**src/design/tcm_pkg.sv**
```systemverilog
`timescale 1ns / 1ps

package tcm_pkg;

  localparam int NUM_PHASES    = 3;
  localparam int INTEGRAL_TRIP = 150;
  localparam int DEBOUNCE_SET  = 10;
  localparam int DEBOUNCE_BITS = 15;
  localparam int CFG_IDX_BITS  = 3;

  // register map of the configuration port
  typedef enum logic [CFG_IDX_BITS-1:0] {
    CFG_OFFSET_A  = 3'd0,
    CFG_OFFSET_B  = 3'd1,
    CFG_OFFSET_C  = 3'd2,
    CFG_RESTRICT  = 3'd3,
    CFG_OVERCURR  = 3'd4,
    CFG_SUM_LIMIT = 3'd5,
    CFG_BUS_LIMIT = 3'd6
  } cfg_idx_t;

  // peak selector codes
  typedef enum logic [3:0] {
    PK_POS_A    = 4'd0,
    PK_POS_B    = 4'd1,
    PK_POS_C    = 4'd2,
    PK_NEG_A    = 4'd3,
    PK_NEG_B    = 4'd4,
    PK_NEG_C    = 4'd5,
    PK_BUS      = 4'd6,
    PK_SUM_HIGH = 4'd7,
    PK_SUM_LOW  = 4'd8
  } peak_sel_t;

  // per-phase status handed from a lane to the merge stage
  typedef struct packed {
    logic over_restrict;
    logic trip;
  } lane_flags_t;

endpackage

```
**src/design/three_phase_current_monitor.sv**
```systemverilog
`timescale 1ns / 1ps

// three-phase current monitor: one request carries one set of phase A/B/C ADC
// samples (one per PWM period). Three identical phase lanes remove the zero
// offset, take the magnitude, update the per-phase positive/negative peaks and
// run the excess-current integrator (trip above 150, then cleared); a merge
// stage forms |a+b+c| and |a|+|b|+|c|, runs the imbalance and bus debounce
// counters (set past 10, clear when back at zero), holds the sticky phase
// alarm and picks the peak named by peak_select. Throughput is one request per
// clock: all state updates in the cycle of acceptance and the result is
// registered into a two-entry output queue, so a stalled consumer only holds
// off input once both queue entries are full. Configuration writes
// are always taken (cfg_ready tied high) and must only happen while idle.
module three_phase_current_monitor #(
  parameter int SAMPLE_BITS = 12
) (
  input  logic                          clk,
  input  logic                          rst_n,
  // sample requests
  input  logic                          in_valid,
  output logic                          in_ready,
  input  logic [SAMPLE_BITS-1:0]        in_sample_a,
  input  logic [SAMPLE_BITS-1:0]        in_sample_b,
  input  logic [SAMPLE_BITS-1:0]        in_sample_c,
  input  logic                          in_clear_gate,
  input  logic [3:0]                    in_peak_select,
  // results
  output logic                          out_valid,
  input  logic                          out_ready,
  output logic signed [SAMPLE_BITS:0]   out_current_a,
  output logic signed [SAMPLE_BITS:0]   out_current_b,
  output logic signed [SAMPLE_BITS:0]   out_current_c,
  output logic [SAMPLE_BITS+1:0]        out_phase_sum_abs,
  output logic [SAMPLE_BITS+1:0]        out_bus_current,
  output logic                          out_restrict_duty,
  output logic                          out_phase_alarm,
  output logic                          out_sum_alarm,
  output logic                          out_bus_alarm,
  output logic signed [SAMPLE_BITS+2:0] out_peak_value,
  // register writes
  input  logic                          cfg_valid,
  output logic                          cfg_ready,
  input  logic [tcm_pkg::CFG_IDX_BITS-1:0] cfg_index,
  input  logic [SAMPLE_BITS+1:0]        cfg_data
);

  localparam int W  = SAMPLE_BITS;
  localparam int NP = tcm_pkg::NUM_PHASES;
  // packed result: three currents, sum, bus, four flags, peak
  localparam int PW = 3 * (W + 1) + 2 * (W + 2) + 4 + (W + 3);

  // configuration registers
  logic [W-1:0]   offset_r [NP];
  logic [W-1:0]   restrict_lim_r;
  logic [W-1:0]   oc_lim_r;
  logic [W+1:0]   sum_lim_r;
  logic [W+1:0]   bus_lim_r;

  logic           in_acc;
  logic           out_acc;
  logic [W-1:0]   sample_v [NP];

  logic signed [W:0]    cur     [NP];
  logic [W-1:0]         mag     [NP];
  logic signed [W:0]    pos_pk  [NP];
  logic signed [W:0]    neg_pk  [NP];
  tcm_pkg::lane_flags_t flags   [NP];

  logic [W+1:0]         sum_abs;
  logic [W+1:0]         bus;
  logic                 restrict_any;
  logic                 phase_alarm, sum_alarm, bus_alarm;
  logic signed [W+2:0]  peak;

  // two-entry output queue
  logic [PW-1:0]  q_r [2];
  logic           wr_ptr_r;
  logic           rd_ptr_r;
  logic [1:0]     count_r;
  logic [PW-1:0]  result;

  assign cfg_ready = 1'b1;

  always_ff @(posedge clk) begin
    if (!rst_n) begin
      offset_r[0]    <= '0;
      offset_r[1]    <= '0;
      offset_r[2]    <= '0;
      restrict_lim_r <= W'(2000);
      oc_lim_r       <= W'(2000);
      sum_lim_r      <= (W+2)'(2000);
      bus_lim_r      <= (W+2)'(2000);
    end else if (cfg_valid) begin
      unique case (tcm_pkg::cfg_idx_t'(cfg_index))
        tcm_pkg::CFG_OFFSET_A:  offset_r[0]    <= cfg_data[W-1:0];
        tcm_pkg::CFG_OFFSET_B:  offset_r[1]    <= cfg_data[W-1:0];
        tcm_pkg::CFG_OFFSET_C:  offset_r[2]    <= cfg_data[W-1:0];
        tcm_pkg::CFG_RESTRICT:  restrict_lim_r <= cfg_data[W-1:0];
        tcm_pkg::CFG_OVERCURR:  oc_lim_r       <= cfg_data[W-1:0];
        tcm_pkg::CFG_SUM_LIMIT: sum_lim_r      <= cfg_data;
        tcm_pkg::CFG_BUS_LIMIT: bus_lim_r      <= cfg_data;
        default: ;
      endcase
    end
  end

  // accept whenever the queue has a free slot
  assign in_ready = (count_r != 2'd2);
  assign in_acc   = in_valid & in_ready;
  assign out_valid = (count_r != 2'd0);
  assign out_acc   = out_valid & out_ready;

  assign sample_v[0] = in_sample_a;
  assign sample_v[1] = in_sample_b;
  assign sample_v[2] = in_sample_c;

  // one lane per phase
  for (genvar i = 0; i < NP; i++) begin : g_lane
    tcm_lane #(.SAMPLE_BITS(W)) u_lane (
      .clk          (clk),
      .rst_n        (rst_n),
      .en           (in_acc),
      .sample       (sample_v[i]),
      .offset       (offset_r[i]),
      .restrict_lim (restrict_lim_r),
      .oc_lim       (oc_lim_r),
      .cur          (cur[i]),
      .mag          (mag[i]),
      .pos_pk_nxt   (pos_pk[i]),
      .neg_pk_nxt   (neg_pk[i]),
      .flags        (flags[i])
    );
  end

  // combine what the lanes found
  tcm_merge #(.SAMPLE_BITS(W)) u_merge (
    .clk          (clk),
    .rst_n        (rst_n),
    .en           (in_acc),
    .cur          (cur),
    .mag          (mag),
    .pos_pk_nxt   (pos_pk),
    .neg_pk_nxt   (neg_pk),
    .flags        (flags),
    .clear_gate   (in_clear_gate),
    .peak_select  (in_peak_select),
    .sum_lim      (sum_lim_r),
    .bus_lim      (bus_lim_r),
    .sum_abs      (sum_abs),
    .bus          (bus),
    .restrict_any (restrict_any),
    .phase_alarm  (phase_alarm),
    .sum_alarm    (sum_alarm),
    .bus_alarm    (bus_alarm),
    .peak         (peak)
  );

  assign result = {cur[0], cur[1], cur[2], sum_abs, bus,
                   restrict_any, phase_alarm, sum_alarm, bus_alarm, peak};

  // queue storage, payload only
  always_ff @(posedge clk) begin
    if (in_acc) begin
      q_r[wr_ptr_r] <= result;
    end
  end

  always_ff @(posedge clk) begin
    if (!rst_n) begin
      wr_ptr_r <= 1'b0;
      rd_ptr_r <= 1'b0;
      count_r  <= '0;
    end else begin
      if (in_acc) wr_ptr_r <= ~wr_ptr_r;
      if (out_acc) rd_ptr_r <= ~rd_ptr_r;
      count_r <= count_r + {1'b0, in_acc} - {1'b0, out_acc};
    end
  end

  assign {out_current_a, out_current_b, out_current_c, out_phase_sum_abs,
          out_bus_current, out_restrict_duty, out_phase_alarm, out_sum_alarm,
          out_bus_alarm, out_peak_value} = q_r[rd_ptr_r];

endmodule

```
**src/design/tcm_lane.sv**
```systemverilog
`timescale 1ns / 1ps

module tcm_lane #(
  parameter int SAMPLE_BITS = 12
) (
  input  logic                      clk,
  input  logic                      rst_n,
  input  logic                      en,
  input  logic [SAMPLE_BITS-1:0]    sample,
  input  logic [SAMPLE_BITS-1:0]    offset,
  input  logic [SAMPLE_BITS-1:0]    restrict_lim,
  input  logic [SAMPLE_BITS-1:0]    oc_lim,
  output logic signed [SAMPLE_BITS:0] cur,
  output logic [SAMPLE_BITS-1:0]    mag,
  output logic signed [SAMPLE_BITS:0] pos_pk_nxt,
  output logic signed [SAMPLE_BITS:0] neg_pk_nxt,
  output tcm_pkg::lane_flags_t      flags
);

  localparam int W = SAMPLE_BITS;

  logic signed [W:0] neg_cur;
  logic signed [W:0] pos_pk_r;
  logic signed [W:0] neg_pk_r;
  logic [W:0]        integ_r;
  logic [W:0]        integ_nxt;
  logic [W-1:0]      excess;
  logic [W+1:0]      integ_sum;

  assign cur     = $signed({1'b0, sample}) - $signed({1'b0, offset});
  assign neg_cur = -cur;
  assign mag     = cur[W] ? neg_cur[W-1:0] : cur[W-1:0];

  assign pos_pk_nxt = (cur > pos_pk_r) ? cur : pos_pk_r;
  assign neg_pk_nxt = (cur < neg_pk_r) ? cur : neg_pk_r;

  assign excess    = mag - oc_lim;
  assign integ_sum = {1'b0, integ_r} + {2'b00, excess};

  always_comb begin
    flags.over_restrict = (mag > restrict_lim);
    flags.trip          = 1'b0;
    integ_nxt           = '0;
    if (mag > restrict_lim) begin
      if (mag > oc_lim) begin
        if (integ_sum > (W+2)'(tcm_pkg::INTEGRAL_TRIP)) begin
          flags.trip = 1'b1;
          integ_nxt  = '0;
        end else begin
          integ_nxt = integ_sum[W:0];
        end
      end else if (integ_r != '0) begin
        integ_nxt = integ_r - 1'b1;
      end else begin
        integ_nxt = '0;
      end
    end
  end

  always_ff @(posedge clk) begin
    if (!rst_n) begin
      integ_r  <= '0;
      pos_pk_r <= '0;
      neg_pk_r <= '0;
    end else if (en) begin
      integ_r  <= integ_nxt;
      pos_pk_r <= pos_pk_nxt;
      neg_pk_r <= neg_pk_nxt;
    end
  end

endmodule

```
**src/design/tcm_merge.sv**
```systemverilog
`timescale 1ns / 1ps

module tcm_merge #(
  parameter int SAMPLE_BITS = 12
) (
  input  logic                          clk,
  input  logic                          rst_n,
  input  logic                          en,
  input  logic signed [SAMPLE_BITS:0]   cur        [tcm_pkg::NUM_PHASES],
  input  logic [SAMPLE_BITS-1:0]        mag        [tcm_pkg::NUM_PHASES],
  input  logic signed [SAMPLE_BITS:0]   pos_pk_nxt [tcm_pkg::NUM_PHASES],
  input  logic signed [SAMPLE_BITS:0]   neg_pk_nxt [tcm_pkg::NUM_PHASES],
  input  tcm_pkg::lane_flags_t          flags      [tcm_pkg::NUM_PHASES],
  input  logic                          clear_gate,
  input  logic [3:0]                    peak_select,
  input  logic [SAMPLE_BITS+1:0]        sum_lim,
  input  logic [SAMPLE_BITS+1:0]        bus_lim,
  output logic [SAMPLE_BITS+1:0]        sum_abs,
  output logic [SAMPLE_BITS+1:0]        bus,
  output logic                          restrict_any,
  output logic                          phase_alarm,
  output logic                          sum_alarm,
  output logic                          bus_alarm,
  output logic signed [SAMPLE_BITS+2:0] peak
);

  localparam int W  = SAMPLE_BITS;
  localparam int DB = tcm_pkg::DEBOUNCE_BITS;

  logic signed [W+2:0] sum_s;
  logic signed [W+2:0] sum_neg;
  logic                trip_any;
  logic [DB-1:0]       sum_db_r, sum_db_nxt;
  logic [DB-1:0]       bus_db_r, bus_db_nxt;
  logic                phase_alarm_r, sum_alarm_r, bus_alarm_r;
  logic [W+1:0]        bus_pk_r, bus_pk_nxt;
  logic [W+1:0]        sum_pk_r, sum_pk_nxt;

  assign sum_s   = (W+3)'(cur[0]) + (W+3)'(cur[1]) + (W+3)'(cur[2]);
  assign sum_neg = -sum_s;
  assign sum_abs = sum_s[W+2] ? sum_neg[W+1:0] : sum_s[W+1:0];
  assign bus     = (W+2)'(mag[0]) + (W+2)'(mag[1]) + (W+2)'(mag[2]);

  assign restrict_any = flags[0].over_restrict | flags[1].over_restrict
                      | flags[2].over_restrict;
  assign trip_any     = flags[0].trip | flags[1].trip | flags[2].trip;

  // up/down counter, saturating at full scale
  function automatic logic [DB:0] debounce(input logic [DB-1:0] cnt,
                                          input logic flag, input logic over);
    logic [DB-1:0] c;
    logic          f;
    c = cnt;
    f = flag;
    if (over) begin
      if (c != '1) c = c + 1'b1;
      if (c > DB'(tcm_pkg::DEBOUNCE_SET)) f = 1'b1;
    end else if (c != '0) begin
      c = c - 1'b1;
    end else begin
      f = 1'b0;
    end
    return {f, c};
  endfunction

  assign {sum_alarm, sum_db_nxt} = debounce(sum_db_r, sum_alarm_r, sum_abs >= sum_lim);
  assign {bus_alarm, bus_db_nxt} = debounce(bus_db_r, bus_alarm_r, bus >= bus_lim);

  always_comb begin
    if (trip_any) begin
      phase_alarm = 1'b1;
    end else if (clear_gate) begin
      phase_alarm = 1'b0;
    end else begin
      phase_alarm = phase_alarm_r;
    end
  end

  assign bus_pk_nxt = (bus > bus_pk_r) ? bus : bus_pk_r;
  assign sum_pk_nxt = (sum_abs > sum_pk_r) ? sum_abs : sum_pk_r;

  // low peak of |sum| starts at zero and can never drop below it
  always_comb begin
    unique case (tcm_pkg::peak_sel_t'(peak_select))
      tcm_pkg::PK_POS_A:    peak = (W+3)'(pos_pk_nxt[0]);
      tcm_pkg::PK_POS_B:    peak = (W+3)'(pos_pk_nxt[1]);
      tcm_pkg::PK_POS_C:    peak = (W+3)'(pos_pk_nxt[2]);
      tcm_pkg::PK_NEG_A:    peak = (W+3)'(neg_pk_nxt[0]);
      tcm_pkg::PK_NEG_B:    peak = (W+3)'(neg_pk_nxt[1]);
      tcm_pkg::PK_NEG_C:    peak = (W+3)'(neg_pk_nxt[2]);
      tcm_pkg::PK_BUS:      peak = $signed({1'b0, bus_pk_nxt});
      tcm_pkg::PK_SUM_HIGH: peak = $signed({1'b0, sum_pk_nxt});
      tcm_pkg::PK_SUM_LOW:  peak = '0;
      default:              peak = '0;
    endcase
  end

  always_ff @(posedge clk) begin
    if (!rst_n) begin
      sum_db_r      <= '0;
      bus_db_r      <= '0;
      phase_alarm_r <= 1'b0;
      sum_alarm_r   <= 1'b0;
      bus_alarm_r   <= 1'b0;
      bus_pk_r      <= '0;
      sum_pk_r      <= '0;
    end else if (en) begin
      sum_db_r      <= sum_db_nxt;
      bus_db_r      <= bus_db_nxt;
      phase_alarm_r <= phase_alarm;
      sum_alarm_r   <= sum_alarm;
      bus_alarm_r   <= bus_alarm;
      bus_pk_r      <= bus_pk_nxt;
      sum_pk_r      <= sum_pk_nxt;
    end
  end

endmodule

```
**config.mk**
```make
export PLATFORM = sky130hd
export DESIGN_NAME = three_phase_current_monitor
export DESIGN_NICKNAME = d
export VERILOG_FILES = /design/src/design/tcm_pkg.sv /design/src/design/three_phase_current_monitor.sv /design/src/design/tcm_lane.sv /design/src/design/tcm_merge.sv
export SDC_FILE = /design/constraint.sdc
export NUM_CORES = 1
export LEC_CHECK = 0
export BUFFER_PORTS_ARGS = -buffer_cell sky130_fd_sc_hd__buf_2
export CAP_MARGIN = 20
export CORE_MARGIN = 1.5
export CORE_UTILIZATION = 59
export DETAILED_ROUTE_END_ITERATION = 8
export PLACE_DENSITY = 0.77
export SYNTH_ARGS = -nofsm -noshare
export SYNTH_HDL_FRONTEND = slang
export SYNTH_SLANG_ARGS = --single-unit
```
**constraint.sdc**
```tcl
create_clock -name clk -period 9 [get_ports clk]
set_input_delay 1.35 -clock clk [delete_from_list [all_inputs] [get_ports clk]]
set_output_delay 1.35 -clock clk [all_outputs]
set_load 0.01 [all_outputs]
```
==> flow_summary.json <==
{
  "rsz0062_at_grt": "no",
  "drtAntennaViolNets": 0,
  "die_w_um": 234,
  "grt_max_degree": 108,
  "slowest_stage": "a2111oi_0",
  "cts_tree": "yes",
  "drtPass1Iterations": 8,
  "hpwl_mm": 71.6,
  "htreeDepth": 2,
  "ys_warn_count": 0,
  "start_util": 0.597,
  "worst_r2r_path_depth": 30,
  "synth-simple-area-share": 0.177,
  "seqCellArea_sq_um": 11000,
  "grt_use_met1": 0.439,
  "crit_path_end_kind": "flip-flop",
  "grt_antenna_before_repair": 3,
  "cts_sinks": 443,
  "synth_area_sq_um": 31400,
  "ys_seq_area_frac": 0.349,
  "num_io_pins": 152,
  "fin_nets": 4187,
  "drt_iter0_drc": 2855,
  "hold-path-endpoint": "g_lane[0].u_lane.neg_pk_r[4]",
  "yosys.area_share.adder": 0.146,
  "grt_pass1_wl_mm": 146,
  "fill_cells": 4326,
  "netlist_instances": 3583,
  "ys_seq_elements": 443,
  "status": "completed",
  "r2r_setup_slack_ns": 0.90,
  "track_usage": 0.348,
  "crit_start": "in_sample_a[1]",
  "crit_required_ns": 9.33,
  "first_global_vias": 26100,
  "synth_top_family_by_area": "compound AO/OA/AOI/OAI gates",
  "fin_crit_sh": 0.949,
  "grt.overflow.total": 0,
  "avgRoutedWirePerCell_um": 21.3,
  "crit_path_max_incr_delay_ns": 0.56,
  "dieArea_sq_um": 54600,
  "yosys.area_share.xor_xnor": 0.0463,
  "r2r_start": "offset_r[0][1]",
  "multiInputGateArea_sq_um": 19000,
  "clkTransAtPathRegs_ns": 0.06,
  "cts-root-buf": "clkbuf_16",
  "arrival_ns": 8.88,
  "worstSetupPathType": "primary input to flip-flop",
  "die_h_um": 234,
  "worst_pin_slew_ns": 1.21,
  "synthMuxAreaShare": 0.0530,
  "clk_latency_ns": 0.63,
  "ctsHoldBuffers": 0,
  "timing.setup.tns_ns": 0,
  "numCtsBuffers": 49,
  "synth-edff-count": 208,
  "r2r_end": "q_r[0][10]",
  "synth.avg_cell_area_sq_um": 8.76,
  "postSynthNetCount": 3998,
  "synth-compound-area-share": 0.179,
  "setup_violations": 0,
  "layout-area-overhead-vs-synth_pct": 12.0,
  "max_cap_violations": 0,
  "drc": 0,
  "post-route-min-period_ns": 8.54,
  "core_sq_um": 52600,
  "drv_slew": 0,
  "clk_path_buf_depth": 3,
  "synthFlopType": "dfxtp_1",
  "place.port_buffers": 150,
  "gr-max-usage-layer": "met2",
  "viasPerCell": 6.23,
  "final_area_sq_um": 35200,
  "ys_types": 93,
  "finalHoldViolations": 0,
  "critPathMaxFanout": 8,
  "grtUsageMet2": 0.569,
  "placementRows": 84,
  "use_met3": 0.0497,
  "fmax_mhz": 117,
  "finalWirelength_mm": 95.9,
  "place_area_sq_um": 33500,
  "skew_ns": 0.0312,
  "critPathLaunchType": "primary input",
  "holdPathStages": 2,
  "layout_common_cells": "403 x nor2_1, 327 x ha_1, 316 x a21oi_1",
  "drive_gt1_frac": 0.131,
  "gp_congestion": 1.04,
  "worstHoldPathType": "flip-flop to flip-flop",
  "vias": 28000,
  "hp-start": "g_lane[0].u_lane.neg_pk_r[4]",
  "relSlewSlack": 0.182,
  "synthArstFlopShare": 0,
  "final_common_cell": "nor2_1"
}
[state kept, by name, indices dropped and copies added, names as in the netlist, 14 cells and up, named ones only]
name	count
q_r	172
g_lane.u_lane.integ_r	39
g_lane.u_lane.neg_pk_r	39
g_lane.u_lane.pos_pk_r	39
offset_r	36
u_merge.bus_db_r	15
u_merge.sum_db_r	15
bus_lim_r	14
sum_lim_r	14
u_merge.bus_pk_r	14
u_merge.sum_pk_r	14
[stage by stage]
stage	instances	setup slack, ns	utilization	hold WS [ns]
global route	4500	0.0702	0.669	0.470
detailed placement	4405	-0.0152	0.637	0.448
CTS	4496	0.605	0.668	0.455
floorplan	3583	0.628	-	0.436
global placement	4404	0.0889	0.636	0.443
finish	4502	0.457	0.669	0.457
[synthesized netlist by cell type (14+ instances only)]
cell	count	area [sq um]
nor3_1	81	405
inv_1	283	1060
o211ai_1	60	450
dfxtp_1	235	4700
o21bai_1	14	105
nand4_1	50	313
buf_2	14	70.1
o22ai_1	30	188
nor2_1	404	1520
nor2b_1	44	275
xor2_1	62	543
ha_1	327	4090
a31oi_1	29	181
nand2b_1	36	225
and2_1	28	175
mux2_2	90	1010
or3_1	24	150
nor4_1	30	188
a211oi_1	63	473
o21a_1	25	188
clkbuf_1	104	390
nand3_1	88	440
o21ai_0	143	716
and3_1	33	206
a21oi_1	317	1590
edfxtp_1	208	6250
o31ai_1	18	135
fa_1	25	500
xnor2_1	104	911
a21o_1	52	390
nand2_1	277	1040
mux2i_1	65	651
or2_2	19	119
[final cells by class]
cell class | count | share of cell area
Clock inverter | 31 | 0.00968
Clock buffer | 60 | 0.0375
Multi-Input combinational cell | 2726 | 0.540
Timing Repair Buffer | 266 | 0.0462
Inverter | 286 | 0.0307
Antenna cell | 2 | 0.000142
Tap cell | 688 | 0.0245
Sequential cell | 443 | 0.312
[how the worst max path moves through the flow]
stage	end	slack (ns)	cells past startpoint
2_1_floorplan	u_merge.bus_db_r[6]	0.63	37
3_3_place_gp	q_r[0][10]	0.09	30
3_5_place_dp	q_r[0][10]	-0.02	30
4_1_cts	q_r[0][10]	0.60	30
5_1_grt	u_merge.bus_db_r[14]	0.07	40
6_report	q_r[0][10]	0.46	30
[worst max-delay path, delay by kind of cell]
family	cells	cell delay (ns)
compound gates	12	3.38
fa+ha+maj	4	1.55
simple gates	8	1.44
buf+inv	4	0.74
xor+xnor	2	0.41
[routing by layer]
metal | wire, um | part of all wire | vias to the layer above
li1 | - | - | 13300
met1 | 38600 | 0.40 | 13100
met2 | 43600 | 0.45 | 1266
met3 | 7860 | 0.082 | 306
met4 | 5790 | 0.060 | 6
met5 | 40 | 0.00042 | -
[kinds of logic after synthesis]
group | after synthesis
AOI/OAI and AO/OA | 882
xor gates and xnor gates | 166
adders and majority gates | 352
buffers and inverters | 414
DFF | 443
muxes | 155
other | 1
and+or+nand+nor | 1170
[repair_timing]
| action | 4_1_cts | 5_1_grt |
|---|---|---|
| buffers inserted | 0 | 1 |
| endpoints found under the setup margin | 0 | 6 |
| gates resized for setup | 0 | 2 |
Power is left out: the tool's default activity adds up to more than one toggle a clock period on the data nets, which glitch-free logic cannot reach.
